$ cat src/hdl/fdf_pkg.sv
// Package with the constants, codes and queue record of the FLV tag deframer.
`default_nettype none
package fdf_pkg;

  localparam int unsigned FILE_HDR_BYTES = 13;
  localparam int unsigned TAG_HDR_BYTES  = 11;
  localparam int unsigned TRAILER_BYTES  = 4;

  localparam logic [7:0] ROLL_TOP    = 8'hff;
  localparam logic [7:0] TYPE_AUDIO  = 8'd8;
  localparam logic [7:0] TYPE_VIDEO  = 8'd9;
  localparam logic [7:0] TYPE_SCRIPT = 8'd18;

  localparam logic [23:0] MAX_LEN_RESET = 24'(1024 * 1024);
  localparam logic [23:0] COFS_MIN_LEN  = 24'd5;

  localparam int unsigned QUEUE_DEPTH = 4;
  localparam int unsigned QPTR_W      = $clog2(QUEUE_DEPTH);
  localparam int unsigned QCNT_W      = $clog2(QUEUE_DEPTH + 1);

  typedef enum logic [1:0] {
    KIND_PAYLOAD = 2'd0,
    KIND_DESC    = 2'd1,
    KIND_ERROR   = 2'd2
  } kind_t;

  // One result item as the front hands it to the back.
  typedef struct packed {
    kind_t       kind;
    logic [7:0]  tag_type;
    logic [7:0]  payload_byte;
    logic        last_of_tag;
    logic [23:0] tag_length;
    logic [47:0] decode_time;
    logic [23:0] cofs;
    logic        add_cofs;
  } rec_t;

endpackage
`default_nettype wire

$ cat src/hdl/fdf_front.sv
// Front of the deframer: accepts stream bytes, tracks tag structure, builds result records.
`default_nettype none
module fdf_front (
  input  wire logic          clk,
  input  wire logic          rst,
  input  wire logic          cfg_we,
  input  wire logic [23:0]   cfg_wdata,
  input  wire logic          in_valid,
  output logic               in_ready,
  input  wire logic [7:0]    data_byte,
  input  wire logic          q_full,
  output logic               push,
  output fdf_pkg::rec_t      push_rec
);
  import fdf_pkg::*;

  typedef enum logic [1:0] {
    PH_FILEHDR,
    PH_TAGHDR,
    PH_PAYLOAD,
    PH_TRAILER
  } phase_t;

  localparam logic [3:0] HB_TYPE     = 4'd0;
  localparam logic [3:0] HB_LEN_LAST = 4'd3;
  localparam logic [3:0] HB_TS_LAST  = 4'd6;
  localparam logic [3:0] HB_TS_EXT   = 4'd7;
  localparam logic [3:0] HB_LAST     = 4'(TAG_HDR_BYTES - 1);

  localparam logic [1:0] CLS_AUDIO = 2'd0;
  localparam logic [1:0] CLS_VIDEO = 2'd1;
  localparam logic [1:0] CLS_OTHER = 2'd2;

  function automatic logic [1:0] class_of(input logic [7:0] t);
    logic [1:0] c;
    if (t == TYPE_AUDIO)      c = CLS_AUDIO;
    else if (t == TYPE_VIDEO) c = CLS_VIDEO;
    else                      c = CLS_OTHER;
    return c;
  endfunction

  phase_t      phase, phase_next;
  logic [23:0] cnt, cnt_next;
  logic [7:0]  cur_type, cur_type_next;
  logic [23:0] cur_len, cur_len_next;
  logic [31:0] ts, ts_next;
  logic [23:0] cofs, cofs_next;
  logic [31:0] last_ts [3];
  logic [31:0] last_ts_next [3];
  logic [15:0] roll [3];
  logic [15:0] roll_next [3];
  logic        error_stop, error_stop_next;
  logic [23:0] max_len;

  logic        accept;
  logic [1:0]  cls;
  logic [3:0]  hidx;
  logic [31:0] ts_full;
  logic [23:0] len_shift;
  logic        pay_last;

  assign in_ready = !q_full;
  assign accept   = in_valid && in_ready;
  assign cls      = class_of(cur_type);
  assign hidx     = cnt[3:0];
  assign ts_full  = {data_byte, ts[23:0]};
  assign len_shift = {cur_len[15:0], data_byte};
  assign pay_last = (({1'b0, cnt} + 25'd1) >= {1'b0, cur_len});

  always_comb begin
    phase_next      = phase;
    cnt_next        = cnt;
    cur_type_next   = cur_type;
    cur_len_next    = cur_len;
    ts_next         = ts;
    cofs_next       = cofs;
    last_ts_next    = last_ts;
    roll_next       = roll;
    error_stop_next = error_stop;

    push                  = 1'b0;
    push_rec.kind         = KIND_PAYLOAD;
    push_rec.tag_type     = cur_type;
    push_rec.payload_byte = 8'd0;
    push_rec.last_of_tag  = 1'b0;
    push_rec.tag_length   = cur_len;
    push_rec.decode_time  = 48'd0;
    push_rec.cofs         = cofs;
    push_rec.add_cofs     = 1'b0;

    if (accept && !error_stop) begin
      unique case (phase)
        PH_FILEHDR: begin
          cnt_next = cnt + 24'd1;
          if (cnt == 24'(FILE_HDR_BYTES - 1)) begin
            cnt_next   = 24'd0;
            phase_next = PH_TAGHDR;
          end
        end
        PH_TAGHDR: begin
          cnt_next = cnt + 24'd1;
          if (hidx == HB_TYPE) begin
            cur_type_next = data_byte;
            cur_len_next  = 24'd0;
            ts_next       = 32'd0;
            cofs_next     = 24'd0;
          end else if (hidx <= HB_LEN_LAST) begin
            cur_len_next = len_shift;
            if (hidx == HB_LEN_LAST && len_shift >= max_len) begin
              error_stop_next     = 1'b1;
              push                = 1'b1;
              push_rec.kind       = KIND_ERROR;
              push_rec.tag_length = len_shift;
              push_rec.cofs       = 24'd0;
            end
          end else if (hidx <= HB_TS_LAST) begin
            ts_next = {8'd0, ts[15:0], data_byte};
          end else if (hidx == HB_TS_EXT) begin
            ts_next = ts_full;
            if (ts_full < last_ts[cls] && last_ts[cls][31:24] == ROLL_TOP) begin
              roll_next[cls] = roll[cls] + 16'd1;
            end
            last_ts_next[cls] = ts_full;
          end
          if (hidx == HB_LAST) begin
            cnt_next   = 24'd0;
            phase_next = (cur_len == 24'd0) ? PH_TRAILER : PH_PAYLOAD;
          end
        end
        PH_PAYLOAD: begin
          if (cur_type == TYPE_VIDEO && cnt >= 24'd2 && cnt <= 24'd4) begin
            cofs_next = {cofs[15:0], data_byte};
          end
          cnt_next = cnt + 24'd1;
          if (pay_last) begin
            cnt_next   = 24'd0;
            phase_next = PH_TRAILER;
          end
          if (cur_type == TYPE_AUDIO || cur_type == TYPE_VIDEO ||
              cur_type == TYPE_SCRIPT) begin
            push                  = 1'b1;
            push_rec.payload_byte = data_byte;
            push_rec.last_of_tag  = pay_last;
          end
        end
        PH_TRAILER: begin
          cnt_next = cnt + 24'd1;
          if (cnt == 24'(TRAILER_BYTES - 1)) begin
            cnt_next             = 24'd0;
            phase_next           = PH_TAGHDR;
            push                 = 1'b1;
            push_rec.kind        = KIND_DESC;
            push_rec.decode_time = {roll[cls], last_ts[cls]};
            push_rec.add_cofs    = (cur_type == TYPE_VIDEO) && (cur_len >= COFS_MIN_LEN);
          end
        end
        default: begin
          phase_next = PH_FILEHDR;
        end
      endcase
    end
  end

  always_ff @(posedge clk) begin
    if (rst) begin
      phase      <= PH_FILEHDR;
      cnt        <= 24'd0;
      cur_type   <= 8'd0;
      cur_len    <= 24'd0;
      ts         <= 32'd0;
      cofs       <= 24'd0;
      error_stop <= 1'b0;
      max_len    <= MAX_LEN_RESET;
      for (int k = 0; k < 3; k++) begin
        last_ts[k] <= 32'd0;
        roll[k]    <= 16'd0;
      end
    end else begin
      phase      <= phase_next;
      cnt        <= cnt_next;
      cur_type   <= cur_type_next;
      cur_len    <= cur_len_next;
      ts         <= ts_next;
      cofs       <= cofs_next;
      error_stop <= error_stop_next;
      last_ts    <= last_ts_next;
      roll       <= roll_next;
      if (cfg_we) begin
        max_len <= cfg_wdata;
      end
    end
  end

endmodule
`default_nettype wire

$ cat src/hdl/fdf_queue.sv
// Short register queue that carries result records from the front to the back.
`default_nettype none
module fdf_queue (
  input  wire logic          clk,
  input  wire logic          rst,
  input  wire logic          push,
  input  wire fdf_pkg::rec_t push_rec,
  output logic               full,
  input  wire logic          pop,
  output logic               head_valid,
  output fdf_pkg::rec_t      head_rec
);
  import fdf_pkg::*;

  rec_t              mem [QUEUE_DEPTH];
  logic [QPTR_W-1:0] wr_ptr;
  logic [QPTR_W-1:0] rd_ptr;
  logic [QCNT_W-1:0] count;
  logic              do_push;
  logic              do_pop;

  assign full       = (count == QCNT_W'(QUEUE_DEPTH));
  assign head_valid = (count != '0);
  assign head_rec   = mem[rd_ptr];
  assign do_push    = push && !full;
  assign do_pop     = pop && head_valid;

  always_ff @(posedge clk) begin
    if (do_push) begin
      mem[wr_ptr] <= push_rec;
    end
  end

  always_ff @(posedge clk) begin
    if (rst) begin
      wr_ptr <= '0;
      rd_ptr <= '0;
      count  <= '0;
    end else begin
      if (do_push) wr_ptr <= wr_ptr + QPTR_W'(1);
      if (do_pop)  rd_ptr <= rd_ptr + QPTR_W'(1);
      unique case ({do_push, do_pop})
        2'b10:   count <= count + QCNT_W'(1);
        2'b01:   count <= count - QCNT_W'(1);
        default: count <= count;
      endcase
    end
  end

endmodule
`default_nettype wire

$ cat src/hdl/fdf_back.sv
// Back of the deframer: adds the composition offset and holds the output register.
`default_nettype none
module fdf_back (
  input  wire logic          clk,
  input  wire logic          rst,
  input  wire logic          q_valid,
  input  wire fdf_pkg::rec_t q_rec,
  output logic               pop,
  output logic               out_valid,
  input  wire logic          out_ready,
  output logic [1:0]         out_kind,
  output logic [7:0]         tag_type,
  output logic [7:0]         payload_byte,
  output logic               last_of_tag,
  output logic [23:0]        tag_length,
  output logic [47:0]        decode_time,
  output logic [47:0]        present_time
);
  import fdf_pkg::*;

  logic [47:0] pts;

  assign pop = q_valid && (!out_valid || out_ready);
  assign pts = q_rec.add_cofs ? (q_rec.decode_time + {24'd0, q_rec.cofs})
                              : q_rec.decode_time;

  always_ff @(posedge clk) begin
    if (rst) begin
      out_valid <= 1'b0;
    end else if (pop) begin
      out_valid <= 1'b1;
    end else if (out_ready) begin
      out_valid <= 1'b0;
    end
  end

  always_ff @(posedge clk) begin
    if (pop) begin
      out_kind     <= q_rec.kind;
      tag_type     <= q_rec.tag_type;
      payload_byte <= q_rec.payload_byte;
      last_of_tag  <= q_rec.last_of_tag;
      tag_length   <= q_rec.tag_length;
      decode_time  <= q_rec.decode_time;
      present_time <= pts;
    end
  end

endmodule
`default_nettype wire

$ cat src/hdl/flv_tag_deframer.sv
// Top level of the FLV tag deframer: front parser, record queue and output back end.
//
//   channel  | handshake              | payload
//   ---------+------------------------+-----------------------------------------------
//   input    | in_valid / in_ready    | data_byte
//   output   | out_valid / out_ready  | out_kind, tag_type, payload_byte, last_of_tag,
//            |                        | tag_length, decode_time, present_time
//   config   | cfg_we                 | cfg_wdata (max_tag_length)
//
// The block takes one byte every clock cycle while in_ready is high; a result passes through
// the queue and then the output register, at one item per cycle while out_ready is high.
// The sustained rate is set by the front parser: one byte a cycle while in_ready is high.
// Reset is synchronous; there is no clearing pass.
// A four-entry queue sits between front and back; in_ready falls only when it is full,
// so a stalled output side holds back up to four results plus the output register.
`default_nettype none
module flv_tag_deframer (
  input  wire logic        clk,
  input  wire logic        rst,
  input  wire logic        cfg_we,
  input  wire logic [23:0] cfg_wdata,
  input  wire logic        in_valid,
  output logic             in_ready,
  input  wire logic [7:0]  data_byte,
  output logic             out_valid,
  input  wire logic        out_ready,
  output logic [1:0]       out_kind,
  output logic [7:0]       tag_type,
  output logic [7:0]       payload_byte,
  output logic             last_of_tag,
  output logic [23:0]      tag_length,
  output logic [47:0]      decode_time,
  output logic [47:0]      present_time
);
  import fdf_pkg::*;

  // Records move from the parser into the queue on the edge that accepts the byte.
  logic q_full;
  logic push;
  rec_t push_rec;

  // Head of the queue as seen by the back end.
  logic q_valid;
  logic pop;
  rec_t q_rec;

  // The front tracks file header, tag header, payload and trailer, keeps the
  // per-class timestamp and rollover state, and owns the length limit register.
  fdf_front u_front (
    .clk       (clk),
    .rst       (rst),
    .cfg_we    (cfg_we),
    .cfg_wdata (cfg_wdata),
    .in_valid  (in_valid),
    .in_ready  (in_ready),
    .data_byte (data_byte),
    .q_full    (q_full),
    .push      (push),
    .push_rec  (push_rec)
  );

  fdf_queue u_queue (
    .clk        (clk),
    .rst        (rst),
    .push       (push),
    .push_rec   (push_rec),
    .full       (q_full),
    .pop        (pop),
    .head_valid (q_valid),
    .head_rec   (q_rec)
  );

  // The back end forms the presentation time with one 48-bit add and drives
  // the output register, which refills in the same cycle that it is taken.
  fdf_back u_back (
    .clk          (clk),
    .rst          (rst),
    .q_valid      (q_valid),
    .q_rec        (q_rec),
    .pop          (pop),
    .out_valid    (out_valid),
    .out_ready    (out_ready),
    .out_kind     (out_kind),
    .tag_type     (tag_type),
    .payload_byte (payload_byte),
    .last_of_tag  (last_of_tag),
    .tag_length   (tag_length),
    .decode_time  (decode_time),
    .present_time (present_time)
  );

endmodule
`default_nettype wire

$ cat config.mk
export PLATFORM = sky130hd
export DESIGN_NAME = flv_tag_deframer
export DESIGN_NICKNAME = d
export VERILOG_FILES = /design/src/hdl/fdf_pkg.sv /design/src/hdl/fdf_front.sv /design/src/hdl/fdf_queue.sv /design/src/hdl/fdf_back.sv /design/src/hdl/flv_tag_deframer.sv
export SDC_FILE = /design/constraint.sdc
export NUM_CORES = 1
export LEC_CHECK = 0
export BUFFER_PORTS_ARGS = -buffer_cell sky130_fd_sc_hd__buf_2
export CAP_MARGIN = 20
export CELL_PAD_IN_SITES_DETAIL_PLACEMENT = 0
export CELL_PAD_IN_SITES_GLOBAL_PLACEMENT = 1
export CORE_ASPECT_RATIO = 0.5
export CORE_MARGIN = 4
export CORE_UTILIZATION = 50
export DETAILED_ROUTE_END_ITERATION = 16
export GPL_TIMING_DRIVEN = 0
export PLACE_DENSITY_LB_ADDON = 0.12
export SLEW_MARGIN = 15
export SYNTH_ARGS = -nofsm -noshare
export SYNTH_HDL_FRONTEND = slang
export SYNTH_SLANG_ARGS = --single-unit
$ cat constraint.sdc
create_clock -name clk -period 11 [get_ports clk]
set_clock_uncertainty 0.1 [all_clocks]
set_input_delay 1.1 -clock clk [delete_from_list [all_inputs] [get_ports clk]]
set_output_delay 1.1 -clock clk [all_outputs]
set_load 0.03 [all_outputs]
==> results of run 1 <==
[metrics by stage]
stage          TNS (ns)  std cells  worst slack, ns  total power, mW  instance area [sq um]
2_1_floorplan         0       2977           0.8628            5.878                  37890
4_1_cts               0       4340            3.233            9.456                  43150
5_1_grt               0       4340            2.899            9.792                  43150
3_3_place_gp    -279.88       4174           -3.439            6.484                  40040
3_5_place_dp          0       4194            3.265            6.643                  40540
6_report              0       4340            3.415            9.383                  43150
[critical path, stage by stage (launching register included)]
cell	delay, ns
dfxtp_1	0.32
clkbuf_1	0.51
buf_2	0.41
buf_2	0.35
buf_1	0.75
clkbuf_1	0.86
clkbuf_1	0.58
mux4_2	0.40
ha_1	0.27
clkbuf_1	0.19
a21oi_1	0.20
o21ai_0	0.21
o31ai_1	0.24
a31oi_1	0.13
a211o_1	0.35
a21oi_1	0.64
clkbuf_1	0.50
nor4_1	0.12
xor2_1	0.18
[kinds of logic (layout without fill, tap and decap cells)]
kind of cell	after synthesis	count (layout)	share of synthesized area (%)
simple gates	910	910	11.13
flops	888	888	62.85
compound gates	500	500	7.751
buf+inv	255	596	2.652
mux	219	219	9.663
fa+ha+maj	119	119	3.969
xor+xnor	86	86	1.988
[how the worst max path moves through the flow]
| stage | from | end | slack [ns] | cells after the start |
|---|---|---|---|---|
| after floorplan | out_ready | u_queue.count[2] | 0.86 | 8 |
| after global placement | out_ready | u_queue.count[2] | -3.44 | 9 |
| after detailed placement | register | u_back.present_time[34] | 3.27 | 17 |
| after CTS | register | u_back.present_time[34] | 3.23 | 17 |
| after global routing | register | u_back.present_time[29] | 2.90 | 17 |
| final | register | u_back.present_time[29] | 3.41 | 18 |
[per-layer routing]
layer	vias to the layer above	global-route usage, %	part of all wire (%)
met5	-	0	0
met4	0	7.240	2.5
met3	156	4.626	6.3
met2	790	41.45	47
met1	12680	36.61	45
li1	11580	-	-
[layout by cell type, fill, tap and decap left out, types with 81 or more instances in the layout]
cell type / count
edfxtp_1: 603
nand2_1: 356
dfxtp_1: 285
a21oi_1: 263
buf_2: 197
nor2_1: 186
nand3_1: 149
clkbuf_1: 138
ha_1: 117
mux4_2: 116
mux2i_1: 89
clkbuf_16: 82
inv_1: 81
[layout make-up]
type	instances	area (sq um)	share of cell area, %
plain buffers	174	701.9	1.627
inverters	81	304.0	0.7046
flip-flops and latches	888	23810	55.18
repair buffers	195	1338	3.100
multi-input cells	1834	13110	30.38
clock buffers	102	2197	5.092
clock inverters	44	411.6	0.9540
well taps	1022	1279	2.963
[where the power goes]
group,total [mW],internal [mW],switching [mW]
clock network,2.83,1.54,1.28
registers,4.03,3.96,0.0694
logic,2.53,0.835,1.69
total,9.38,6.34,3.05
[state kept, by name (all words and copies together) (netlist names), 2 cells and up, named ones only]
register,flops
u_back.tag_type,8
u_front.ts,24
u_back.present_time,48
u_front.cur_type,8
u_back.tag_length,24
u_front.cur_len,24
u_back.decode_time,48
u_queue.mem,464
u_front.cnt,24
u_back.payload_byte,8
u_front.phase,2
u_queue.count,3
u_queue.wr_ptr,2
u_front.roll,48
u_front.max_len,24
u_queue.rd_ptr,2
u_front.last_ts,96
u_back.out_kind,2
u_front.cofs,24
==> load_flow_metrics.sql, run 1 <==
INSERT INTO impl_metrics (metric_group, metric, value, unit) VALUES
('layout', 'drive_gt1_share', '15.13', '%'),
('logic_synthesis', 'synth_cell_type_count', '75', ''),
('floorplan', 'row_count', '71', ''),
('min_path', 'hold_start', 'u_front.cofs[17]', ''),
('global_route', 'pin_count_of_the_biggest_net_entering_global_routing', '47', ''),
('layout', 'flow.area_growth_from_synthesis', '13.89', '%'),
('logic_synthesis', 'synth_sequential_area_ratio', '62.85', '%'),
('logic_synthesis', 'synthTopCellsByArea', 'edfxtp_1, dfxtp_1, mux4_2', ''),
('setup_path', 'reg2regPathDepth', '18', ''),
('setup_path', 'critical_path_arrival', '7.89', 'ns'),
('clock_network', 'insertion_delay', '0.67', 'ns'),
('floorplan', 'vertical_die_dimension', '202.6', 'microns'),
('min_path', 'hold-path-endpoint', 'u_front.cofs[17]', ''),
('detailed_routing', 'route.final.wire_length', '104.3', 'mm'),
('logic_synthesis', 'ys.flop_type', 'edfxtp_1', ''),
('clock_network', 'root_buffer', 'clkbuf_16', ''),
('layout', 'filler_cell_count', '6204', ''),
('clock_network', 'cts_sinks', '888', ''),
('placement', 'number_of_port_buffers', '175', ''),
('sta', 'min_period_over_period', '68.96', '%'),
('power', 'pwr_dens', '217.4', 'nW/um^2'),
('detailed_routing', 'postRouteAntennaNets', '0', ''),
('layout', 'n_antenna_cell', '0', ''),
('global_route', 'grt_overflow_total', '0', ''),
('floorplan', 'ios', '178', ''),
('setup_path', 'worst-r2r-setup-slack', '3.41', 'ns'),
('run', 'drv.max_cap_violation_count', '0', ''),
('placement', 'gp_congestion', '0.9060', ''),
('clock_network', 'post-cts-setup-buffer-count', '0', ''),
('global_route', 'first_pass_grt_wire_length', '156.1', 'mm'),
('setup_path', 'critical_r2r_capture', 'u_back.present_time[29]', ''),
('floorplan', 'fp.dieW', '397.3', 'microns'),
('detailed_routing', 'avg_vias_per_cell', '5.806', ''),
('logic_synthesis', 'most_used_standard_cell_by_instance_count_after_synthesis', 'edfxtp_1', ''),
('floorplan', 'die_area', '80510', 'sq um'),
('min_path', 'hold_path_depth', '2', ''),
('sta', 'worstMarginPinSlew', '1.209', 'ns'),
('logic_synthesis', 'synth.top_cell.area_share', '47.79', '%'),
('logic_synthesis', 'postSynthRegisterBits', '888', ''),
('global_route', 'grt.total_usage', '25.87', '%'),
('layout', 'final_net_count', '3410', ''),
('sta', 'slew_viol_final', '0', ''),
('detailed_routing', 'route.vias.total', '25200', ''),
('global_route', 'antenna_found_initial', '1', ''),
('power', 'total_leakage_power', '14.89', 'nW'),
('detailed_routing', 'drc', '0', ''),
('logic_synthesis', 'netlist_area', '37890', 'sq um'),
('layout', 'final_core_utilization', '57.48', '%'),
('setup_path', 'timing.critical_path.fanout_max', '10', ''),
('detailed_routing', 'detailedRoute.firstPassIterationCount', '5', ''),
('detailed_routing', 'avgRoutedWirePerCell', '24.03', 'microns'),
('floorplan', 'placeableCoreArea', '75070', 'sq um'),
('clock_network', 'tritoncts', 'yes', ''),
('power', 'max-vdd-ir-drop', '0.1339', 'mV'),
('logic_synthesis', 'netlist_top_cells_count', 'edfxtp_1, nand2_1, dfxtp_1', ''),
('clock_network', 'cts_max_path_buffers', '3', ''),
('logic_synthesis', 'synthesis.instances', '2977', ''),
('status', 'status', 'completed', ''),
('setup_path', 'critPathLaunchType', 'register', ''),
('logic_synthesis', 'asyncSetResetFlopFracSynth', '0', '%'),
('placement', 'dp_hpwl', '74.20', 'mm'),
('setup_path', 'critical_path_required_time', '11.30', 'ns'),
('min_path', 'hold_path_class', 'register to register', ''),
('clock_network', 'numCtsBuffers', '80', ''),
('logic_synthesis', 'ys.warnings.count', '0', ''),
('sta', 'finalSetupViolCount', '0', ''),
('clock_network', 'post_cts.resized_instances', '0', ''),
('logic_synthesis', 'synthDominantAreaCellType', 'edfxtp_1', ''),
('setup_path', 'crit_end_category', 'register', ''),
('sta', 'maxClockFrequency', '0.1318', 'GHz'),
('sta', 'grt_setup_unrepaired', 'no', '');
Note: power is estimated with default switching activity, not from simulation.
==> run 2, diff against run 1 <==
ABC_AREA = 1   (was unset)
CORE_UTILIZATION = 48   (was 50)
clock period = 7.9 ns   (was 11 ns; I/O delays follow)
==> run 2 against run 1 <==
- final cell count grew 26%
- largest power group unchanged
- die area grew 7.0%
- clock power grew 41%
==> load_flow_metrics.sql, run 2 <==
INSERT INTO impl_metrics (metric_group, metric, value, unit) VALUES
('status', 'status', 'completed', ''),
('layout', 'finish.cell_count_without_fillers', '5459', ''),
('clock_network', 'insertion_delay', '0.68', 'ns'),
('sta', 'slew_viol_final', '0', ''),
('power', 'max-vdd-ir-drop', '0.2509', 'mV'),
('layout', 'multi_input_comb_area', '12720', 'sq um'),
('setup_path', 'crit_path_cell_trace', 'buf_2 -> clkinv_1 -> buf_2 -> buf_2 -> clkbuf_1 -> clkbuf_1 -> clkbuf_1 -> nor2_1 -> o22ai_1 -> ha_1 -> inv_1 -> fa_1 -> o21ai_0 -> a21oi_1 -> o21bai_1 -> nand4_1 -> nand2_1 -> nand3_1 -> nand2_1 -> nand2_1 -> nand2_1 -> nand2_1 -> o21ai_0 -> nand2_1', ''),
('floorplan', 'ios', '178', ''),
('detailed_routing', 'drc', '0', ''),
('layout', 'final_design_area_no_fill', '44730', 'sq um'),
('clock_network', 'post_cts_hold_buffer_count', '0', ''),
('placement', 'dp_hpwl', '83.20', 'mm'),
('min_path', 'hold_path_class', 'primary input to register', ''),
('logic_synthesis', 'most_used_standard_cell_by_instance_count_after_synthesis', 'nand2_1', ''),
('setup_path', 'reg2regPathDepth', '24', ''),
('logic_synthesis', 'netlist_top_cells_count', 'nand2_1, edfxtp_1, nor2_1', ''),
('sta', 'min_period_over_period', '91.01', '%'),
('setup_path', 'critical_r2r_capture', 'u_back.present_time[30]', ''),
('sta', 'grt_setup_unrepaired', 'no', ''),
('layout', 'layout_common_cells', 'nand2_1, edfxtp_1, nor2_1', ''),
('detailed_routing', 'avgRoutedWirePerCell', '21.06', 'microns'),
('placement', 'dpl.cell_count', '5312', ''),
('setup_path', 'slowest_stage', 'clkbuf_1', ''),
('logic_synthesis', 'syn_nets', '4171', ''),
('power', 'total_leakage_power', '17.11', 'nW'),
('detailed_routing', 'route.vias.total', '29930', ''),
('min_path', 'hold_start', 'cfg_wdata[20]', ''),
('setup_path', 'critPathLaunchType', 'register', ''),
('clock_network', 'post-cts-setup-buffer-count', '0', ''),
('clock_network', 'post_cts.resized_instances', '0', ''),
('layout', 'final_net_count', '4463', ''),
('clock_network', 'cts_sinks', '888', ''),
('logic_synthesis', 'postSynthRegisterBits', '888', ''),
('setup_path', 'critical_path_arrival', '7.51', 'ns'),
('layout', 'register_containing_the_most_flip_flops_in_the_final_layout', 'u_queue.mem', ''),
('layout', 'drive_gt1_share', '8.875', '%'),
('logic_synthesis', 'synth_enable_flop_cells', '603', ''),
('sta', 'worstMarginPinSlew', '1.243', 'ns'),
('setup_path', 'critical-path-max-stage-delay', '0.98', 'ns'),
('layout', 'max_ffs_per_register', '464', ''),
('detailed_routing', 'postRouteAntennaNets', '0', ''),
('setup_path', 'critPathKind', 'register to register', ''),
('placement', 'cell_area_after_placement', '42100', 'sq um'),
('layout', 'mostFrequentLayoutCell', 'nand2_1', ''),
('floorplan', 'start_util', '48.74', '%'),
('logic_synthesis', 'netlist_area', '39000', 'sq um'),
('global_route', 'globalRouteMet2Util', '39.37', '%'),
('global_route', 'pin_count_of_the_biggest_net_entering_global_routing', '26', ''),
('setup_path', 'crit_end_category', 'register', ''),
('power', 'pwr_dens', '320.6', 'nW/um^2'),
('clock_network', 'numCtsBuffers', '80', ''),
('layout', 'flow.area_growth_from_synthesis', '14.68', '%'),
('detailed_routing', 'detailedRoute.firstPassIterationCount', '6', ''),
('placement', 'gp_congestion', '0.9163', ''),
('floorplan', 'row_count', '73', ''),
('setup_path', 'timing.critical_path.fanout_max', '10', ''),
('logic_synthesis', 'synthTopCellsByArea', 'edfxtp_1, dfxtp_1, nand2_1', ''),
('setup_path', 'crit_path_capture', 'u_back.present_time[30]', ''),
('clock_network', 'cts.htree.levels', '3', ''),
('run', 'drv.max_cap_violation_count', '0', ''),
('floorplan', 'fp.dieW', '411.1', 'microns'),
('floorplan', 'die_area', '86150', 'sq um'),
('detailed_routing', 'route.final.wire_length', '115.0', 'mm'),
('global_route', 'grt.total_usage', '26.22', '%'),
('sta', 'timing.max_slew.rel_slack', '17.15', '%'),
('layout', 'filler_cell_count', '7172', ''),
('sta', 'finalSetupViolCount', '0', ''),
('global_route', 'first_global_vias', '27640', ''),
('layout', 'layout_top_registers', 'u_queue.mem: 464 flops, u_front.last_ts: 96 flops', ''),
('setup_path', 'critical-path-top-cell-by-count', 'nand2_1', ''),
('logic_synthesis', 'synth.top_cell.area_share', '46.43', '%'),
('global_route', 'first_pass_grt_wire_length', '171.1', 'mm'),
('global_route', 'grt_overflow_total', '0', ''),
('logic_synthesis', 'asyncSetResetFlopFracSynth', '0', '%'),
('global_route', 'antenna_found_initial', '6', ''),
('floorplan', 'vertical_die_dimension', '209.6', 'microns'),
('detailed_routing', 'avg_vias_per_cell', '5.483', ''),
('logic_synthesis', 'synth_cell_type_count', '51', ''),
('power', 'power', '14.34', 'mW'),
('logic_synthesis', 'ys.warnings.count', '0', ''),
('logic_synthesis', 'synth_sequential_area_ratio', '61.06', '%'),
('logic_synthesis', 'synthesis.instances', '4015', ''),
('sta', 'report.final.hold_viol_count', '0', ''),
('floorplan', 'placeableCoreArea', '80010', 'sq um'),
('logic_synthesis', 'synthDominantAreaCellType', 'edfxtp_1', ''),
('sta', 'maxClockFrequency', '0.1391', 'GHz'),
('layout', 'final_core_utilization', '55.90', '%'),
('logic_synthesis', 'syn_avg_cell_area', '9.714', 'sq um'),
('clock_network', 'clk_pin_slew', '0.07', 'ns'),
('global_route', 'grt.met3_usage', '4.119', '%'),
('global_route', 'globalRoute.busiestLayer', 'met1', ''),
('setup_path', 'worst-r2r-setup-slack', '0.71', 'ns'),
('layout', 'n_antenna_cell', '0', ''),
('clock_network', 'tritoncts', 'yes', ''),
('global_route', 'gr-usage-met1', '39.89', '%'),
('placement', 'number_of_port_buffers', '176', ''),
('clock_network', 'cts_max_path_buffers', '3', ''),
('sta', 'final.min_clock_period', '7.190', 'ns'),
('layout', 'seqCellArea', '23810', 'sq um'),
('clock_network', 'root_buffer', 'clkbuf_16', ''),
('detailed_routing', 'first_iter_violations', '3004', ''),
('setup_path', 'critical_path_required_time', '8.22', 'ns'),
('logic_synthesis', 'ys.flop_type', 'edfxtp_1', '');
-- run 2: worst min-delay path by stage --
stage | to | slack (ns) | depth (start not counted)
floorplan | u_front.last_ts[26] | 0.32 | 2
global placement | u_front.last_ts[56] | 0.33 | 2
detailed placement | u_front.last_ts[11] | 0.34 | 2
CTS | u_front.max_len[20] | 0.25 | 3
global route | u_front.max_len[20] | 0.26 | 3
finish | u_front.max_len[20] | 0.30 | 3
-- run 2: kinds of logic (layout without fill, tap and decap cells) --
family | after synthesis | count (layout) | synth area share [%]
AO/OA/AOI/OAI | 953 | 953 | 13.29
XOR/XNOR | 61 | 61 | 1.370
adder cells (fa/ha/maj) | 119 | 119 | 3.856
buffers and inverters | 651 | 1008 | 6.439
flip-flops | 888 | 888 | 61.06
AND/OR/NAND/NOR | 1343 | 1343 | 13.99
-- run 2: area by class of cell --
cell class                 instances  area share, %
buffer                           205          1.874
clock buffer                     108          5.010
clock inverter                    39         0.8700
inverter                         446          3.743
multi-input combinational       2476          28.44
sequential                       888          53.24
tap                             1087          3.041
timing repair buffer             210          3.779
-- run 2: layer usage --
metal  share of wire, %  vias to the layer above
met5                  0                        -
met4                1.9                        0
met3                8.1                      133
met2                 44                     1045
met1                 46                    14420
li1                   -                    14330
-- run 2: report_power, final --
| part | total (mW) | internal, mW | switching (mW) |
|---|---|---|---|
| clock network | 3.98 | 2.20 | 1.78 |
| registers | 5.71 | 5.61 | 0.104 |
| logic | 4.65 | 1.28 | 3.37 |
-- run 2: through the flow --
| stage | hold WS, ns | setup TNS (ns) | setup WS [ns] |
|---|---|---|---|
| finish | 0.2957 | 0 | 0.7104 |
| global placement | 0.3324 | -2258.29 | -4.904 |
| global route | 0.2622 | 0 | 0.3379 |
| CTS | 0.2498 | 0 | 0.7387 |
| floorplan | 0.3237 | 0 | 0.4817 |
| detailed placement | 0.3368 | 0 | 0.7502 |
-- run 2: worst max-delay path: cells and delay by family, from the launching register on --
family	cells	cell delay, ns
adders and majority gates	2	0.66
buffers and inverters	8	3.27
DFF	1	0.29
and+or+nand+nor	9	1.03
AOI/OAI and AO/OA	5	1.53
